[src/rtl/core/csp_pkg.sv]
`timescale 1ns / 1ps

package csp_pkg;

   localparam int MaxChars = 17;

   localparam logic [7:0] SlashChar = 8'h2F;
   localparam logic [7:0] SpaceChar = 8'h20;
   localparam logic [7:0] TabChar   = 8'h09;
   localparam logic [7:0] CrChar    = 8'h0D;
   localparam logic [7:0] UpperA    = 8'h41;
   localparam logic [7:0] UpperZ    = 8'h5A;
   localparam logic [7:0] LowerA    = 8'h61;
   localparam logic [7:0] LowerZ    = 8'h7A;
   localparam logic [7:0] Digit0    = 8'h30;
   localparam logic [7:0] Digit9    = 8'h39;

   localparam logic [3:0] SegLenMax   = 4'd15;
   localparam logic [2:0] LetterRunMax = 3'd7;

   typedef enum logic [1:0] {
      TRIM_LEAD = 2'd0,
      TRIM_BODY = 2'd1,
      TRIM_TAIL = 2'd2
   } trim_phase_type;

   typedef struct packed {
      trim_phase_type trim_phase;
      logic [4:0]     char_count;
      logic [1:0]     segment_index;
      logic [3:0]     segment_length;
      logic [2:0]     letter_run;
      logic           digit_before_run;
      logic           error_seen;
      logic [3:0]     saved_len0;
      logic [3:0]     saved_len1;
      logic           saved_base0;
      logic           saved_base1;
   } scan_state_type;

   typedef struct packed {
      logic       valid_res;
      logic [4:0] full_len;
      logic [2:0] base_start;
      logic [3:0] base_len;
      logic [3:0] suffix_start;
      logic [2:0] suffix_len;
      logic [2:0] op_prefix_start;
      logic [3:0] op_prefix_len;
   } result_type;

   localparam scan_state_type ScanReset = '{
      trim_phase:       TRIM_LEAD,
      char_count:       5'd0,
      segment_index:    2'd0,
      segment_length:   4'd0,
      letter_run:       3'd0,
      digit_before_run: 1'b0,
      error_seen:       1'b0,
      saved_len0:       4'd0,
      saved_len1:       4'd0,
      saved_base0:      1'b0,
      saved_base1:      1'b0
   };

   // segment holds alphanumerics, a digit, then 1-4 letters
   function automatic logic seg_is_base(logic [3:0] seg_len, logic [2:0] run, logic dig_seen);
      logic [4:0] lo;
      logic [4:0] hi;
      lo = {2'b00, run} + 5'd2;
      hi = {2'b00, run} + 5'd4;
      return dig_seen && (run >= 3'd1) && (run <= 3'd4)
             && ({1'b0, seg_len} >= lo) && ({1'b0, seg_len} <= hi);
   endfunction

   function automatic logic len_in(logic [3:0] v, logic [3:0] lo, logic [3:0] hi);
      return (v >= lo) && (v <= hi);
   endfunction

endpackage

[src/rtl/core/csp_scan.sv]
`timescale 1ns / 1ps

module csp_scan (
   input  logic                    clock,
   input  logic                    reset,
   input  logic                    take,
   input  logic [7:0]              char_in,
   input  logic                    is_last,
   output csp_pkg::scan_state_type snap
);

   csp_pkg::scan_state_type state_ff;
   csp_pkg::scan_state_type state_in;
   csp_pkg::scan_state_type nxt;

   logic       up;
   logic       dig;
   logic       ws;
   logic       slash;
   logic       full;

   always_comb begin
      up    = ((char_in >= csp_pkg::UpperA) && (char_in <= csp_pkg::UpperZ))
              || ((char_in >= csp_pkg::LowerA) && (char_in <= csp_pkg::LowerZ));
      dig   = (char_in >= csp_pkg::Digit0) && (char_in <= csp_pkg::Digit9);
      ws    = (char_in == csp_pkg::SpaceChar)
              || ((char_in >= csp_pkg::TabChar) && (char_in <= csp_pkg::CrChar));
      slash = (char_in == csp_pkg::SlashChar);
      full  = (state_ff.char_count >= 5'(csp_pkg::MaxChars));

      nxt = state_ff;
      if (ws) begin
         if (state_ff.trim_phase == csp_pkg::TRIM_BODY) begin
            nxt.trim_phase = csp_pkg::TRIM_TAIL;
         end
      end else if (state_ff.trim_phase == csp_pkg::TRIM_TAIL) begin
         nxt.error_seen = 1'b1;
      end else begin
         nxt.trim_phase = csp_pkg::TRIM_BODY;
         if (slash) begin
            if (full) begin
               nxt.error_seen = 1'b1;
            end else begin
               nxt.char_count = state_ff.char_count + 5'd1;
            end
            if (state_ff.segment_index >= 2'd2) begin
               nxt.error_seen = 1'b1;
            end else begin
               if (state_ff.segment_index == 2'd0) begin
                  nxt.saved_len0  = state_ff.segment_length;
                  nxt.saved_base0 = csp_pkg::seg_is_base(state_ff.segment_length,
                     state_ff.letter_run, state_ff.digit_before_run);
               end else begin
                  nxt.saved_len1  = state_ff.segment_length;
                  nxt.saved_base1 = csp_pkg::seg_is_base(state_ff.segment_length,
                     state_ff.letter_run, state_ff.digit_before_run);
               end
               nxt.segment_index = state_ff.segment_index + 2'd1;
            end
            nxt.segment_length   = 4'd0;
            nxt.letter_run       = 3'd0;
            nxt.digit_before_run = 1'b0;
         end else if (!up && !dig) begin
            nxt.error_seen = 1'b1;
         end else begin
            if (full) begin
               nxt.error_seen = 1'b1;
            end else begin
               nxt.char_count = state_ff.char_count + 5'd1;
            end
            if (state_ff.segment_length < csp_pkg::SegLenMax) begin
               nxt.segment_length = state_ff.segment_length + 4'd1;
            end
            if (dig) begin
               nxt.letter_run       = 3'd0;
               nxt.digit_before_run = 1'b1;
            end else if (state_ff.letter_run < csp_pkg::LetterRunMax) begin
               nxt.letter_run = state_ff.letter_run + 3'd1;
            end
         end
      end

      state_in = state_ff;
      if (take) begin
         state_in = is_last ? csp_pkg::ScanReset : nxt;
      end
   end

   always_ff @(posedge clock) begin
      if (reset) begin
         state_ff <= csp_pkg::ScanReset;
      end else begin
         state_ff <= state_in;
      end
   end

   assign snap = nxt;

endmodule

[src/rtl/core/csp_eval.sv]
`timescale 1ns / 1ps

module csp_eval (
   input  csp_pkg::scan_state_type snap,
   output csp_pkg::result_type     result
);

   logic [3:0] l0;
   logic [3:0] l1;
   logic [3:0] l2;
   logic       b0;
   logic       b1;
   logic       cur_base;
   logic       two_seg;
   logic       ok;
   logic [4:0] bs;
   logic [3:0] bl;
   logic [4:0] ss;
   logic [3:0] sl;
   logic [4:0] ps;
   logic [3:0] pl;

   always_comb begin
      cur_base = csp_pkg::seg_is_base(snap.segment_length, snap.letter_run,
                                      snap.digit_before_run);
      l0 = (snap.segment_index == 2'd0) ? snap.segment_length : snap.saved_len0;
      b0 = (snap.segment_index == 2'd0) ? cur_base : snap.saved_base0;
      l1 = (snap.segment_index == 2'd1) ? snap.segment_length : snap.saved_len1;
      b1 = (snap.segment_index == 2'd1) ? cur_base : snap.saved_base1;
      l2 = snap.segment_length;
      two_seg = 1'b0;

      bs = 5'd0;
      bl = 4'd0;
      ss = 5'd0;
      sl = 4'd0;

      unique case (snap.segment_index)
         2'd0: begin
            ok = b0;
            bl = l0;
         end
         2'd1: begin
            two_seg = 1'b1;
            ok = (csp_pkg::len_in(l0, 4'd1, 4'd3) && b1)
                 || (b0 && csp_pkg::len_in(l1, 4'd1, 4'd4));
            if (b1) begin
               bs = {1'b0, l0} + 5'd1;
               bl = l1;
            end else begin
               bl = l0;
               ss = {1'b0, l0} + 5'd1;
               sl = l1;
            end
         end
         default: begin
            two_seg = 1'b1;
            ok = csp_pkg::len_in(l0, 4'd1, 4'd3) && b1 && csp_pkg::len_in(l2, 4'd1, 4'd4);
            bs = {1'b0, l0} + 5'd1;
            bl = l1;
            ss = {1'b0, l0} + {1'b0, l1} + 5'd2;
            sl = l2;
         end
      endcase

      if (snap.error_seen || (snap.char_count > 5'(csp_pkg::MaxChars))) begin
         ok = 1'b0;
      end

      if (two_seg && !b0) begin
         ps = 5'd0;
         pl = l0;
      end else begin
         ps = bs;
         pl = bl;
      end

      result.valid_res       = ok;
      result.full_len        = ok ? snap.char_count : 5'd0;
      result.base_start      = ok ? bs[2:0] : 3'd0;
      result.base_len        = ok ? bl : 4'd0;
      result.suffix_start    = ok ? ss[3:0] : 4'd0;
      result.suffix_len      = ok ? sl[2:0] : 3'd0;
      result.op_prefix_start = ok ? ps[2:0] : 3'd0;
      result.op_prefix_len   = ok ? pl : 4'd0;
   end

endmodule

[src/rtl/core/callsign_split_parser.sv]
`timescale 1ns / 1ps
// rsp_tvalid is registered, set when the tlast word leaves the input register
// one word per cycle unless tlast waits on rsp_tready; scan state updates per word
// one result word per callsign, held in an output register until taken
// synchronous active-high reset clears the input, scan state and output valid

module callsign_split_parser (
   input  logic        clock,
   input  logic        reset,
   input  logic        req_tvalid,
   output logic        req_tready,
   input  logic [7:0]  req_tdata,   // char_in[7:0]
   input  logic        req_tlast,   // is_last
   output logic        rsp_tvalid,
   input  logic        rsp_tready,
   // valid_res[0], full_len[5:1], base_start[8:6], base_len[12:9],
   // suffix_start[16:13], suffix_len[19:17], op_prefix_start[22:20],
   // op_prefix_len[26:23], zero[31:27]
   output logic [31:0] rsp_tdata
);

   logic                    in_valid_ff;
   logic                    in_valid_in;
   logic [7:0]              in_char_ff;
   logic                    in_last_ff;
   logic                    advance;
   logic                    out_valid_ff;
   logic                    out_valid_in;
   csp_pkg::result_type     out_ff;
   csp_pkg::result_type     out_in;
   csp_pkg::scan_state_type snap;
   csp_pkg::result_type     result;

   csp_scan u_scan (
      .clock   (clock),
      .reset   (reset),
      .take    (advance),
      .char_in (in_char_ff),
      .is_last (in_last_ff),
      .snap    (snap)
   );

   csp_eval u_eval (
      .snap   (snap),
      .result (result)
   );

   always_comb begin
      advance      = in_valid_ff && (!in_last_ff || !out_valid_ff || rsp_tready);
      req_tready   = !in_valid_ff || advance;
      in_valid_in  = req_tready ? req_tvalid : in_valid_ff;
      out_valid_in = out_valid_ff && !rsp_tready;
      out_in       = out_ff;
      if (advance && in_last_ff) begin
         out_valid_in = 1'b1;
         out_in       = result;
      end
   end

   always_ff @(posedge clock) begin
      if (reset) begin
         in_valid_ff  <= 1'b0;
         out_valid_ff <= 1'b0;
      end else begin
         in_valid_ff  <= in_valid_in;
         out_valid_ff <= out_valid_in;
      end
      if (req_tready && req_tvalid) begin
         in_char_ff <= req_tdata;
         in_last_ff <= req_tlast;
      end
      out_ff <= out_in;
   end

   assign rsp_tvalid = out_valid_ff;
   assign rsp_tdata  = {5'd0, out_ff.op_prefix_len, out_ff.op_prefix_start,
                        out_ff.suffix_len, out_ff.suffix_start, out_ff.base_len,
                        out_ff.base_start, out_ff.full_len, out_ff.valid_res};

endmodule
[config.mk]
export PLATFORM = sky130hd
export DESIGN_NAME = callsign_split_parser
export DESIGN_NICKNAME = d
export VERILOG_FILES = /design/src/rtl/core/csp_pkg.sv /design/src/rtl/core/csp_scan.sv /design/src/rtl/core/csp_eval.sv /design/src/rtl/core/callsign_split_parser.sv
export SDC_FILE = /design/constraint.sdc
export NUM_CORES = 1
export LEC_CHECK = 0
export ABC_CLOCK_PERIOD_IN_PS = 5270
export BUFFER_PORTS_ARGS = -buffer_cell sky130_fd_sc_hd__buf_2
export CAP_MARGIN = 20
export CORE_ASPECT_RATIO = 1.5
export CORE_UTILIZATION = 55
export CTS_CLUSTER_SIZE = 28
export DETAILED_ROUTE_END_ITERATION = 10
export GPL_TIMING_DRIVEN = 0
export PLACE_DENSITY = 0.75
export REMOVE_ABC_BUFFERS = 1
export SETUP_SLACK_MARGIN = 0.3
export SLEW_MARGIN = 20
export SYNTH_ARGS = -nofsm -noshare
export SYNTH_HDL_FRONTEND = slang
export SYNTH_SLANG_ARGS = --single-unit
[constraint.sdc]
create_clock -name clock -period 5.27 [get_ports clock]
set_input_delay 0.7905 -clock clock [delete_from_list [all_inputs] [get_ports clock]]
set_output_delay 0.7905 -clock clock [all_outputs]
set_load 0.05 [all_outputs]
Word level (Yosys, flattened, before mapping)

Index checks and enable logic that the tools add are counted.

Bits in registers: 66
Logic and storage cells: 155
Input bits: 13
Output and inout port bits: 34

Add/sub/neg operators: 11
$lt $le $gt $ge: 27
Multiplexer cells: 44
Eq/ne operators: 7
Bitwise logic cells: 1
Reductions and logical operators: 42

Operators with widths:

| operator                                                                         | number |
|---|---|
| 4-bit two-way mux                                                                | 8 |
| 10-bit two-way mux                                                               | 3 |
| 28-bit two-way mux                                                               | 1 |
| 26-bit two-way mux                                                               | 1 |
| 1-bit logical AND                                                                | 24 |
| 17-bit two-way mux                                                               | 1 |
| 8-bit by 6-bit equality test with 1-bit output, second input constant            | 2 |
| 8-bit by 7-bit >= comparator with 1-bit output, second input constant            | 2 |
| 8-bit by 7-bit less-or-equal comparator with 1-bit output, second input constant | 2 |
| 4-bit case mux with 2 select lines                                               | 2 |
| 5-bit two-way mux                                                                | 3 |
| 4-bit by 1-bit >= comparator with 1-bit output, second input constant            | 3 |
| 1-bit two-way mux                                                                | 12 |
| 3-bit two-way mux                                                                | 4 |
| 3-bit case mux with 2 select lines                                               | 2 |
| 9-bit two-way mux                                                                | 1 |
| 3-bit by 2-bit adder with 4-bit output, second input constant                    | 2 |
| 3-bit by 3-bit adder with 4-bit output, second input constant                    | 2 |
| 4-bit by 1-bit adder with 4-bit output, second input constant                    | 2 |
| 8-bit by 4-bit >= comparator with 1-bit output, second input constant            | 1 |
| 8-bit by 6-bit >= comparator with 1-bit output, second input constant            | 1 |
| 4-bit by 3-bit less-or-equal comparator with 1-bit output, second input constant | 2 |
| 8-bit by 4-bit less-or-equal comparator with 1-bit output, second input constant | 1 |
| 8-bit by 6-bit less-or-equal comparator with 1-bit output, second input constant | 1 |
| other kinds (30)                                                                 | 49 |

Depth between registers and ports, before layout

Gate-level depths: netlist (run 1).

Depth after elaboration: 22
Gate-level depth with buffers: 19
Gate-level depth less buffers: 18

Hierarchy

A second synthesis (run 1) with hierarchy kept.

Cell total of the unflattened synthesis: 491
Area total of the unflattened synthesis: 4406.7 µm²

Modules (own cells, without submodules):

| module                | times used | sequential area each (µm²) | area an instance (µm²) | cells an instance |
|---|---|---|---|---|
| csp_scan              | 1          | 560.5                      | 2193.4                 | 292 |
| callsign_split_parser | 1          | 1121.1                     | 1226.2                 | 54 |
| csp_eval              | 1          | 0.0                        | 987.2                  | 145 |

Worst setup path before layout (run 1)

OpenSTA, ideal clock, no wires.

Kind: reg-to-reg
Start: register in_char_ff[3]
End: register out_ff, in the netlist rsp_tdata[23] (data pin)
Stages on the path, launching flop included: 15
Data required time: 4.992 ns
Library setup time: 0.278 ns
Arrival time: 3.682 ns
Setup slack: 1.310 ns
Buffers on the path: 2
Period minus slack after synthesis: 3.960 ns
Cell sequence: edfxtp_1 or4b_1 a21oi_4 a311oi_4 buf_4 and3_1 or2_2 ha_1 o221a_2 a31oi_1 o211ai_1 o41a_1 buf_6 a211oi_1 a221oi_1

Word-level cells in the longest chain between the ends: 19
Elaborated cells on any way between the ends: 71
Those cells by class: add/sub: 2; order compare: 19; eq/ne: 3; mux: 23; reduce/logical: 24

Ends and longest elaborated chain:

| element                                                                         | RTL line                       | source |
|---|---|---|
| start: declaration                                                              | callsign_split_parser.sv:24    | `logic [7:0] in_char_ff;` |
| start signal: assignment                                                        | callsign_split_parser.sv:69    | `in_char_ff <= req_tdata;` |
| 8-bit by 7-bit >= comparator with 1-bit output (tied with other cells)          | csp_scan.sv:23                 | `up = ((char_in >= csp_pkg::UpperA) && (char_in <= csp_pkg::UpperZ))` |
| 1-bit logical AND, on equally long branches                                     | csp_scan.sv:23, csp_scan.sv:24 |  |
| 1-bit logical OR                                                                | csp_scan.sv:24                 | `\|\| ((char_in >= csp_pkg::LowerA) && (char_in <= csp_pkg::LowerZ));` |
| 1-bit logical NOT                                                               | csp_scan.sv:63                 | `end else if (!up && !dig) begin` |
| 1-bit logical AND                                                               | csp_scan.sv:63                 |  |
| 8-bit two-way mux                                                               | csp_scan.sv:63                 |  |
| 9-bit two-way mux                                                               | csp_scan.sv:40                 | `if (slash) begin` |
| 17-bit two-way mux                                                              | csp_scan.sv:36                 | `end else if (state_ff.trim_phase == csp_pkg::TRIM_TAIL) begin` |
| 26-bit two-way mux *                                                            | csp_scan.sv:32                 | `if (ws) begin` |
| branches (longest 10 deep; another with 3-bit by 2-bit adder with 4-bit output) | --                             |  |
| end signal: assignment                                                          | callsign_split_parser.sv:72    | `out_ff <= out_in;` |
| end: declaration                                                                | callsign_split_parser.sv:29    | `csp_pkg::result_type out_ff;` |

Every way passes the cells marked *. The select of a mux whose other input is x is not followed.
A chain may end at the register's enable or synchronous reset.

Worst setup path in the final report (run 1)

Start: register in_char_ff[2]
End: register out_ff, in the netlist rsp_tdata[25] (data pin)

Same word-level chain as after synthesis.

==> run_results.csv, run 1 <==
group,metric,value,unit
synthesis,synth_cell_type_count,78,
synthesis,yosysSeqAreaShare,36.97,%
clocking,cts_sinks,66,
route,drt_wl_total,11450,µm
clocking,clock_path_buffers,2,
sta,clock_skew,0.006808,ns
finish,final_cell_mix,"68 x nor2_1, 41 x buf_2, 36 x edfxtp_1, 33 x a21oi_1, 31 x ha_1",
clocking,clkTransAtPathRegs,0.05,ns
sta,fin_crit_sh,91.15,%
clocking,cts_hold_buf,0,
sta,min_period,4.803,ns
worst_setup_path,cp_data_arrival_time,4.95,ns
route,vias_per_cell,6.342,
synthesis,yosysWarnings,0,
sta,finalSetupViolations,0,
finish,fin_nets,585,
floorplanning,ios,47,
finish,multi_input_area,2683,µm²
sta,slew_headroom,40.10,%
sta,clock.fmax,208.2,MHz
synthesis,synth_top_cell_area_share,23.77,%
min_path,hold_path_class,"reg -> reg",
floorplanning,die_x,76.25,µm
pwr,power_density,247.7,nW/µm²
place,gp_congestion,0.9358,
clocking,clk_latency,0.34,ns
floorplanning,core_region_area,8008,µm²
flow_run,maxCapViolations,0,
synthesis,syn_inst,504,
synthesis,ys_seq_elements,66,
route,first_iter_violations,316,
grt,antenna_found_initial,0,
synthesis,async_reset_ff_share,0,%
route,ant_nets,0,
route,route.detailed.drc,0,
clocking,ctsHtreeMaxLevel,3,
synthesis,synth_area_leader_cell,"edfxtp_1",
synthesis,synth-main-ff-cell,"edfxtp_1",
finish,fillerInstances,684,
sta,rsz0062_at_grt,"true",
finish,layout-drive-gt1-share,17.43,%
grt,grt_pass1_wl,18450,µm
synthesis,synth_area,4548,µm²
pwr,p_leak,1.894,nW
floorplanning,floorplan.die.height,113.4,µm
worst_setup_path,critPathKind,"reg -> reg",
synthesis,synth.area.top_cells,"edfxtp_1 24%, dfxtp_1 13%, ha_1 8.5%",
clocking,cts_buffers,9,
floorplanning,rows,40,
worst_setup_path,cp_max_fo,15,
grt,grt_max_degree,31,
worst_setup_path,path_common_cell,"o21ai_2",
worst_setup_path,path_cells,"or4b_1, a21oi_4, a311oi_4, nand3_1, o21ai_2, o21a_1, inv_1, ha_1, nor2b_1, a211o_1, a2bb2oi_1, a2111oi_2, o21ai_2, a221oi_1",
place,io_buffers,41,
worst_setup_path,worstPathRequired,5.42,ns
finish,register_area,1682,µm²
synthesis,syn_avg_cell_area,9.024,µm²
synthesis,synth_edf_count,36,
sta,hold_slack,0.4937,ns
sta,finalMaxSlewViolations,0,
grt,grt_usage,27.40,%
sta,setup_tns,0,ns
route,wl_per_cell,17.61,µm
worst_setup_path,path_buf_inv,1,
sta,tightest_slew,0.8975,ns
worst_setup_path,critPathLaunchType,"register",
finish,final_core_util,64.38,%
route,vias,4122,
finish,n_antenna_cell,0,
floorplanning,die-area,8644,µm²
worst_setup_path,critical_path.max_stage_delay,0.64,ns
worst_setup_path,cp_top_family,"compound AO/OA/AOI/OAI gates",
status,status,"finished, final reports clean",
grt,gr-total-overflow,0,
grt,first_global_vias,3951,
finish,mostFrequentLayoutCell,"nor2_1",
worst_setup_path,critPathSlowestCell,"a2111oi_2",
sta,hold_viol_final,0,
clocking,cts_tree,"built",
finish,area_delta_synth_final,13.34,%
worst_setup_path,crit_path_end_kind,"register",
place,post-dp-hpwl,8041,µm
route,first_pass_iters,6,
clocking,root_buffer,"clkbuf_16",
floorplanning,initial_utilization,56.80,%
pwr,vdd_drop_max,0.2110,mV
==> repair_timing <==
| item | in CTS | in global routing |
|---|---|---|
| resized for setup | 3 | 5 |
| pin swaps | 0 | 3 |
| cloned | 0 | 1 |
| endpoints found under the setup margin | 27 | 27 |
| buffers inserted | 0 | 5 |
==> path summary, 6_finish.rpt <==
path / slack, ns / start / depth (start not counted) / end
setup / recovery: 0.47 / in_char_ff[2] / 14 / rsp_tdata[25]
setup reg to reg: 0.47 / in_char_ff[2] / 14 / rsp_tdata[25]
hold reg to reg: 0.49 / u_scan.state_ff[7] / 2 / u_scan.state_ff[7]
hold / removal: 0.49 / u_scan.state_ff[7] / 2 / u_scan.state_ff[7]
==> through the flow <==
step	power (mW)	worst slack [ns]	cell area (µm²)	cells
after CTS	1.283	0.3209	5082	644
after detailed placement	0.6778	-0.04877	4762	628
after floorplan	0.6478	0.9940	4414	482
after global placement	0.6745	-0.02597	4751	628
after global routing	1.316	0.2809	5155	650
final	1.277	0.4665	5155	650
==> synthesized netlist by cell type, drive strengths merged, types with 4 or more instances <==
| library cell | instances |
|---|---|
| nor2 | 69 |
| edfxtp | 36 |
| a21oi | 34 |
| ha | 31 |
| inv | 31 |
| dfxtp | 30 |
| nand2 | 27 |
| o21ai | 25 |
| a22oi | 22 |
| nor3 | 19 |
| buf | 13 |
| clkbuf | 13 |
| nand3 | 11 |
| a211oi | 9 |
| nor2b | 9 |
| a31oi | 8 |
| mux2i | 8 |
| and3 | 7 |
| nor4 | 7 |
| and2 | 5 |
| nand4 | 5 |
| o22ai | 5 |
| a221oi | 4 |
| nand2b | 4 |
| nor3b | 4 |
| o21a | 4 |
| o31ai | 4 |
| xor2 | 4 |
==> cell families (layout without fill, tap and decap cells) <==
logic type / count (synthesis) / in the layout / share of synthesized area, %
buffers and inverters: 57 / 93 / 5.832
multiplexers: 10 / 10 / 2.256
AO/OA/AOI/OAI: 152 / 153 / 24.43
XOR/XNOR: 7 / 7 / 1.348
adder cells (fa/ha/maj): 32 / 32 / 8.968
other: 1 / 5 / 0.08245
AND/OR/NAND/NOR: 179 / 179 / 20.11
flip-flops: 66 / 66 / 36.97
==> worst register-to-register path, stage by stage, from the launching register on <==
cell	delay, ns
edfxtp_1	0.56
or4b_1	0.23
a21oi_4	0.08
a311oi_4	0.60
nand3_1	0.27
o21ai_2	0.46
o21a_1	0.23
inv_1	0.08
ha_1	0.20
nor2b_1	0.14
a211o_1	0.28
a2bb2oi_1	0.16
a2111oi_2	0.64
o21ai_2	0.38
a221oi_1	0.31
==> registers in the layout, indices dropped and copies added (netlist names) <==
signal,flops
in_char_ff,8
in_last_ff,1
in_valid_ff,1
rsp_tdata,27
rsp_tvalid,1
u_scan.state_ff,28
==> routing by layer <==
layer	wire length [µm]	GRT usage, %
met5	0	0
met4	512	17.05
met3	640	5.280
met2	5934	49.43
met1	4358	29.29
==> where the power goes <==
| part | internal, mW | switching [mW] | total [mW] |
|---|---|---|---|
| registers | 0.551 | 0.0107 | 0.562 |
| logic | 0.0304 | 0.0789 | 0.109 |
| clock network | 0.390 | 0.215 | 0.605 |
| total | 0.972 | 0.304 | 1.28 |
==> cell type report <==
class | instances | share of cell area [%]
Multi-Input combinational cell | 386 | 52.04
Sequential cell | 66 | 32.62
Clock buffer | 13 | 5.049
Timing Repair Buffer | 46 | 4.709
Tap cell | 105 | 2.549
Inverter | 31 | 2.257
Clock inverter | 3 | 0.7767
Power figures use the tool's default switching activity.
==> run 2, diff against run 1 <==
--- a/config.mk
+++ b/config.mk
@@ -5,7 +5,7 @@
 export SDC_FILE = /design/constraint.sdc
 export NUM_CORES = 1
 export LEC_CHECK = 0
-export ABC_CLOCK_PERIOD_IN_PS = 5270
+export ABC_CLOCK_PERIOD_IN_PS = 5400
 export BUFFER_PORTS_ARGS = -buffer_cell sky130_fd_sc_hd__buf_2
 export CAP_MARGIN = 20
 export CORE_ASPECT_RATIO = 1.5
==> constraint.sdc (replaced) <==
create_clock -name clock -period 5.4 [get_ports clock]
set_input_delay 0.81 -clock clock [delete_from_list [all_inputs] [get_ports clock]]
set_output_delay 0.81 -clock clock [all_outputs]
set_load 0.05 [all_outputs]
==> run 2 against run 1 <==
Against the previous run:
- register-to-register slack improved by 0.11 ns
- worst setup slack improved by 0.11 ns
- power fell by 2.3%
- final cell count is the same
- via count rose by 0.22%
- clock power is 2% lower
- critical path type unchanged
==> run_results.csv, run 2 (synthesis gave the netlist of run 1 again) <==
group,metric,value,unit
place,gp_congestion,0.9358,
worst_setup_path,cp_max_fo,15,
floorplanning,die-area,8644,µm²
clocking,cts_tree,"built",
floorplanning,ios,47,
worst_setup_path,crit_path_end_kind,"register",
floorplanning,core_region_area,8008,µm²
sta,min_period,4.828,ns
finish,fin_nets,585,
clocking,ctsHtreeMaxLevel,3,
finish,final_core_util,64.30,%
grt,grt_max_degree,31,
sta,slew_headroom,40.40,%
route,vias_per_cell,6.355,
finish,area_delta_synth_final,13.20,%
route,vias,4131,
grt,grt_usage,27.40,%
place,placed_area,4762,µm²
clocking,clkTransAtPathRegs,0.05,ns
sta,hold_viol_final,0,
route,route.detailed.drc,0,
route,first_iter_violations,301,
pwr,p_leak,1.893,nW
worst_setup_path,critPathKind,"reg -> reg",
worst_setup_path,path_cells,"or4b_1, a21oi_4, a311oi_4, nand3_1, o21ai_2, o21a_1, inv_1, ha_1, nor2b_1, a211o_1, a2bb2oi_1, a2111oi_2, o21ai_2, a221oi_1",
worst_setup_path,cp_data_arrival_time,4.98,ns
finish,layout-drive-gt1-share,17.25,%
floorplanning,initial_utilization,56.80,%
sta,finalMaxSlewViolations,0,
clocking,cts_buffers,9,
sta,fin_crit_sh,89.41,%
grt,grt_pass1_wl,18450,µm
worst_setup_path,path_common_cell,"o21ai_2",
place,io_buffers,41,
worst_setup_path,critPathLaunchType,"register",
sta,rsz0062_at_grt,"false",
sta,clock.fmax,207.1,MHz
worst_setup_path,worstPathRequired,5.55,ns
finish,design_area,5149,µm²
min_path,hold_path_class,"reg -> reg",
clocking,clk_latency,0.33,ns
finish,fillerInstances,686,
status,status,"finished, final reports clean",
worst_setup_path,critPathSlowestCell,"a311oi_4",
clocking,cts_sinks,66,
grt,first_global_vias,3951,
worst_setup_path,critical_path.max_stage_delay,0.66,ns
floorplanning,floorplan.die.height,113.4,µm
pwr,power_density,242.3,nW/µm²
pwr,vdd_drop_max,0.2064,mV
floorplanning,die_x,76.25,µm
sta,setup_tns,0,ns
route,first_pass_iters,7,
clocking,root_buffer,"clkbuf_16",
route,ant_nets,0,
route,wl_per_cell,17.67,µm
grt,antenna_found_initial,0,
worst_setup_path,cp_top_family,"compound AO/OA/AOI/OAI gates",
finish,n_antenna_cell,0,
finish,regMostFlops,"u_scan.state_ff",
grt,gr-total-overflow,0,
sta,clock_skew,0.006890,ns
worst_setup_path,path_buf_inv,1,
sta,tightest_slew,0.8930,ns
finish,largest_register_ffs,28,
finish,mostFrequentLayoutCell,"nor2_1",
route,drt_wl_total,11490,µm
place,post-dp-hpwl,8041,µm
clocking,clock_path_buffers,2,
floorplanning,rows,40,
sta,finalSetupViolations,0,
finish,final_cell_mix,"68 x nor2_1, 41 x buf_2, 36 x edfxtp_1, 33 x a21oi_1, 31 x ha_1",
flow_run,maxCapViolations,0,
-- run 2: per-layer routing --
metal	wire length, µm	global-route usage, %	vias up
li1	-	-	1963
met2	6002	49.43	170
met5	0	0	-
met4	460	17.05	0
met1	4381	29.29	1962
met3	643	5.280	36
-- run 2: timing repair --
item | in CTS | in global routing
setup endpoints to repair | 26 | 27
gates cloned | 0 | 1
pin swaps | 0 | 2
buffers inserted | 0 | 5
hold buffers | 0 | 0
resized for setup | 3 | 4
-- run 2: cell type report --
cell class                 instances  area, µm²  share of cell area (%)
tap                              105      131.4                   2.552
multi-input combinational        386       2676                   51.98
clock buffer                      13      260.3                   5.055
inverter                          31      116.4                   2.260
clock inverter                     3      40.04                  0.7776
sequential                        66       1682                   32.66
timing repair buffer              46      242.7                   4.714
-- run 2: report_power, final --
group / switching [mW] / internal [mW]
Clock: 0.211 / 0.381
Combinational: 0.0772 / 0.0294
Sequential: 0.0105 / 0.538
Total: 0.299 / 0.949
-- run 2: path summary, 6_finish.rpt --
kind                      start                 end  slack, ns  depth (start not counted)
min          u_scan.state_ff[7]  u_scan.state_ff[7]       0.49                          2
min reg2reg  u_scan.state_ff[7]  u_scan.state_ff[7]       0.49                          2
max reg2reg       in_char_ff[2]       rsp_tdata[25]       0.57                         14
max               in_char_ff[2]       rsp_tdata[25]       0.57                         14
-- run 2: stage by stage --
stage / instances / power [mW] / hold slack (ns) / worst slack [ns]
global placement: 628 / 0.6582 / 0.4719 / 0.1040
global route: 650 / 1.284 / 0.5343 / 0.3289
finish: 650 / 1.247 / 0.4945 / 0.5720
detailed placement: 628 / 0.6615 / 0.4791 / 0.08123
CTS: 644 / 1.252 / 0.4922 / 0.4509
floorplan: 482 / 0.6322 / 0.4535 / 1.124
-- run 2: worst min-delay path, delay by kind of cell (launching register included) --
kind / cells / cell delay, ns
flip-flops: 1 / 0.33
AND/OR/NAND/NOR: 1 / 0.07
AO/OA/AOI/OAI: 1 / 0.06
==> run 3, diff against run 2 <==
--- a/config.mk
+++ b/config.mk
@@ -9,13 +9,14 @@
 export BUFFER_PORTS_ARGS = -buffer_cell sky130_fd_sc_hd__buf_2
 export CAP_MARGIN = 20
 export CORE_ASPECT_RATIO = 1.5
-export CORE_UTILIZATION = 55
+export CORE_UTILIZATION = 59
 export CTS_CLUSTER_SIZE = 28
 export DETAILED_ROUTE_END_ITERATION = 10
 export GPL_TIMING_DRIVEN = 0
-export PLACE_DENSITY = 0.75
+export PLACE_DENSITY = 0.8
 export REMOVE_ABC_BUFFERS = 1
 export SETUP_SLACK_MARGIN = 0.3
+export SKIP_LAST_GASP = 1
 export SLEW_MARGIN = 20
 export SYNTH_ARGS = -nofsm -noshare
 export SYNTH_HDL_FRONTEND = slang
==> run 3 against run 2 <==
Against the previous run:
- register-to-register slack improved by 0.10 ns
- clock power fell by 22%
- die area decreased by 6.6%
- maximum frequency increased by 2.1%
- power is 11% lower
- final area shrank 1.7%
- routed wire length down 2.0%
- combinational power is essentially flat
==> run_results.csv, run 3 (synthesis gave the netlist of run 1 again) <==
group,metric,value,unit
worst_setup_path,critPathSlowestCell,"a311oi_4",
clocking,ctsHtreeMaxLevel,3,
sta,hold_viol_final,0,
pwr,combinationalPowerShare,9.4,%
grt,first_global_vias,3662,
route,vias,4088,
route,ant_nets,0,
floorplanning,rows,38,
worst_setup_path,path_common_cell,"o21ai_2",
finish,final_cell_mix,"68 x nor2_1, 41 x buf_2, 36 x edfxtp_1, 33 x a21oi_1, 31 x ha_1",
grt,grt_max_degree,31,
worst_setup_path,critPathLaunchType,"register",
worst_setup_path,cp_top_family,"compound AO/OA/AOI/OAI gates",
floorplanning,die-area,8071,µm²
worst_setup_path,path_buf_inv,1,
grt,grt_usage,28.98,%
min_path,min_from,"u_scan.state_ff[5]",
finish,final_core_util,68.66,%
status,status,"finished, final reports clean",
finish,register_area,1682,µm²
pwr,power.internal,825.2,µW
grt,grt_pass1_wl,17620,µm
worst_setup_path,worstPathRequired,5.60,ns
floorplanning,floorplan.die.height,109.5,µm
finish,layout-drive-gt1-share,17.43,%
pwr,p_total,1.114,mW
worst_setup_path,rr_worst_depth,14,
sta,slew_headroom,42.83,%
route,route.detailed.drc,0,
worst_setup_path,cp_data_arrival_time,4.93,ns
sta,rsz0062_at_grt,"false",
worst_setup_path,crit_path_end_kind,"register",
pwr,power_frac_clock,41.4,%
floorplanning,die_x,73.69,µm
finish,regMostFlops,"u_scan.state_ff",
sta,finalSetupViolations,0,
min_path,hold_path_class,"reg -> reg",
route,first_pass_iters,5,
worst_setup_path,timing.rr.start,"in_char_ff[2]",
sta,min_period,4.728,ns
floorplanning,ios,47,
floorplanning,core_region_area,7370,µm²
worst_setup_path,worstSetupStartpoint,"in_char_ff[2]",
finish,design_area,5060,µm²
clocking,clk_latency,0.36,ns
worst_setup_path,path_cells,"or4b_1, a21oi_4, a311oi_4, nand3_1, o21ai_2, o21a_1, inv_1, ha_1, nor2b_1, a211o_1, a2bb2oi_1, a2111oi_2, o21ai_2, nor3_1",
grt,gr-total-overflow,0,
sta,clock.fmax,211.5,MHz
finish,largest_register_ffs,28,
place,place_worst_setup_slack,0.1980,ns
route,drt_wl_total,11250,µm
clocking,cts_sinks,66,
clocking,cts_buffers,9,
pwr,p_leak,1.851,nW
sta,finalMaxSlewViolations,0,
min_path,worst_hold_path.num_cells,2,
grt,antenna_found_initial,0,
worst_setup_path,r2r-end,"rsp_tdata[6]",
finish,area_delta_synth_final,11.25,%
sta,fin_crit_sh,87.56,%
flow_run,maxCapViolations,0,
finish,fin_nets,585,
pwr,power_density,220.2,nW/µm²
route,first_iter_violations,246,
min_path,holdPathEnd,"u_scan.state_ff[5]",
place,io_buffers,41,
route,wl_per_cell,17.45,µm
worst_setup_path,r2r_setup_slack,0.67,ns
pwr,seq_power_share,49.2,%
place,gp_congestion,0.8967,
clocking,root_buffer,"clkbuf_8",
place,post-dp-hpwl,7929,µm
sta,tightest_slew,0.8524,ns
sta,hold_slack,0.5092,ns
place,placed_area,4756,µm²
sta,clock_skew,0.01248,ns
place,dp_cells,623,
clocking,clkTransAtPathRegs,0.08,ns
pwr,vdd_drop_max,0.1809,mV
finish,final_cell_count_no_fill,645,
route,vias_per_cell,6.338,
floorplanning,initial_utilization,61.71,%
sta,setup_tns,0,ns
worst_setup_path,cp_max_fo,15,
worst_setup_path,critical_path.max_stage_delay,0.66,ns
finish,fillerInstances,608,
worst_setup_path,critPathKind,"reg -> reg",
finish,multi_input_area,2676,µm²
clocking,cts_tree,"built",
finish,mostFrequentLayoutCell,"nor2_1",
sta,setup_ws,0.6720,ns
pwr,p_sw,288.8,µW
pwr,swShare,25.93,%
finish,n_antenna_cell,0,
clocking,clock_path_buffers,2,
## run 3: cell types whose count changed in the layout (fill, tap and decap cells not counted), sizes merged
cell	before	now
clkinv	2	4
bufinv	1	2
clkinvlp	0	1
clkbuf	13	9
## run 3: timing repair
item | 4_1_cts | 5_1_grt
hold buffers | 0 | 0
setup endpoints to repair | 22 | 27
cloned | 0 | 1
gates resized for setup | 1 | 5
pin swaps | 0 | 1
buffers inserted | 0 | 5
## run 3: power by group through the flow
stage               registers (mW)  clock network, mW  logic [mW]
floorplan                    0.570                  0      0.0627
global placement             0.558                  0       0.100
detailed placement           0.559                  0       0.102
CTS                          0.547              0.466       0.103
global route                 0.550              0.485       0.114
finish                       0.548              0.461       0.105
## run 3: how the worst max path moves through the flow
stage                                to  depth (start not counted)  slack, ns
after CTS                 rsp_tdata[24]                         13       0.31
final                      rsp_tdata[6]                         14       0.67
after floorplan           rsp_tdata[23]                         13       1.12
after global routing      rsp_tdata[17]                         14       0.39
after detailed placement  rsp_tdata[24]                         13       0.20
after global placement    rsp_tdata[24]                         13       0.19
## run 3: layout make-up
| cell class | instances | share of cell area [%] |
|---|---|---|
| Clock buffer | 9 | 2.448 |
| Inverter | 31 | 2.300 |
| Multi-Input combinational cell | 386 | 52.89 |
| Sequential cell | 66 | 33.23 |
| Timing Repair Buffer | 46 | 4.797 |
| Tap cell | 100 | 2.473 |
| Clock inverter | 7 | 1.855 |
## run 3: routing by layer
| layer | vias to the layer above | track usage [%] | share of wire, % |
|---|---|---|---|
| met5 | - | 0 | 0 |
| met4 | 0 | 14.15 | 3.8 |
| met3 | 33 | 6.049 | 5.1 |
| met2 | 170 | 50.07 | 52 |
| met1 | 1936 | 33.53 | 40 |
| li1 | 1949 | - | - |
## run 3: tightest hold or removal path, stage by stage, from the launching register on
cell     delay [ns]
dfxtp_1        0.34
a21oi_1        0.06
nor2_1         0.08
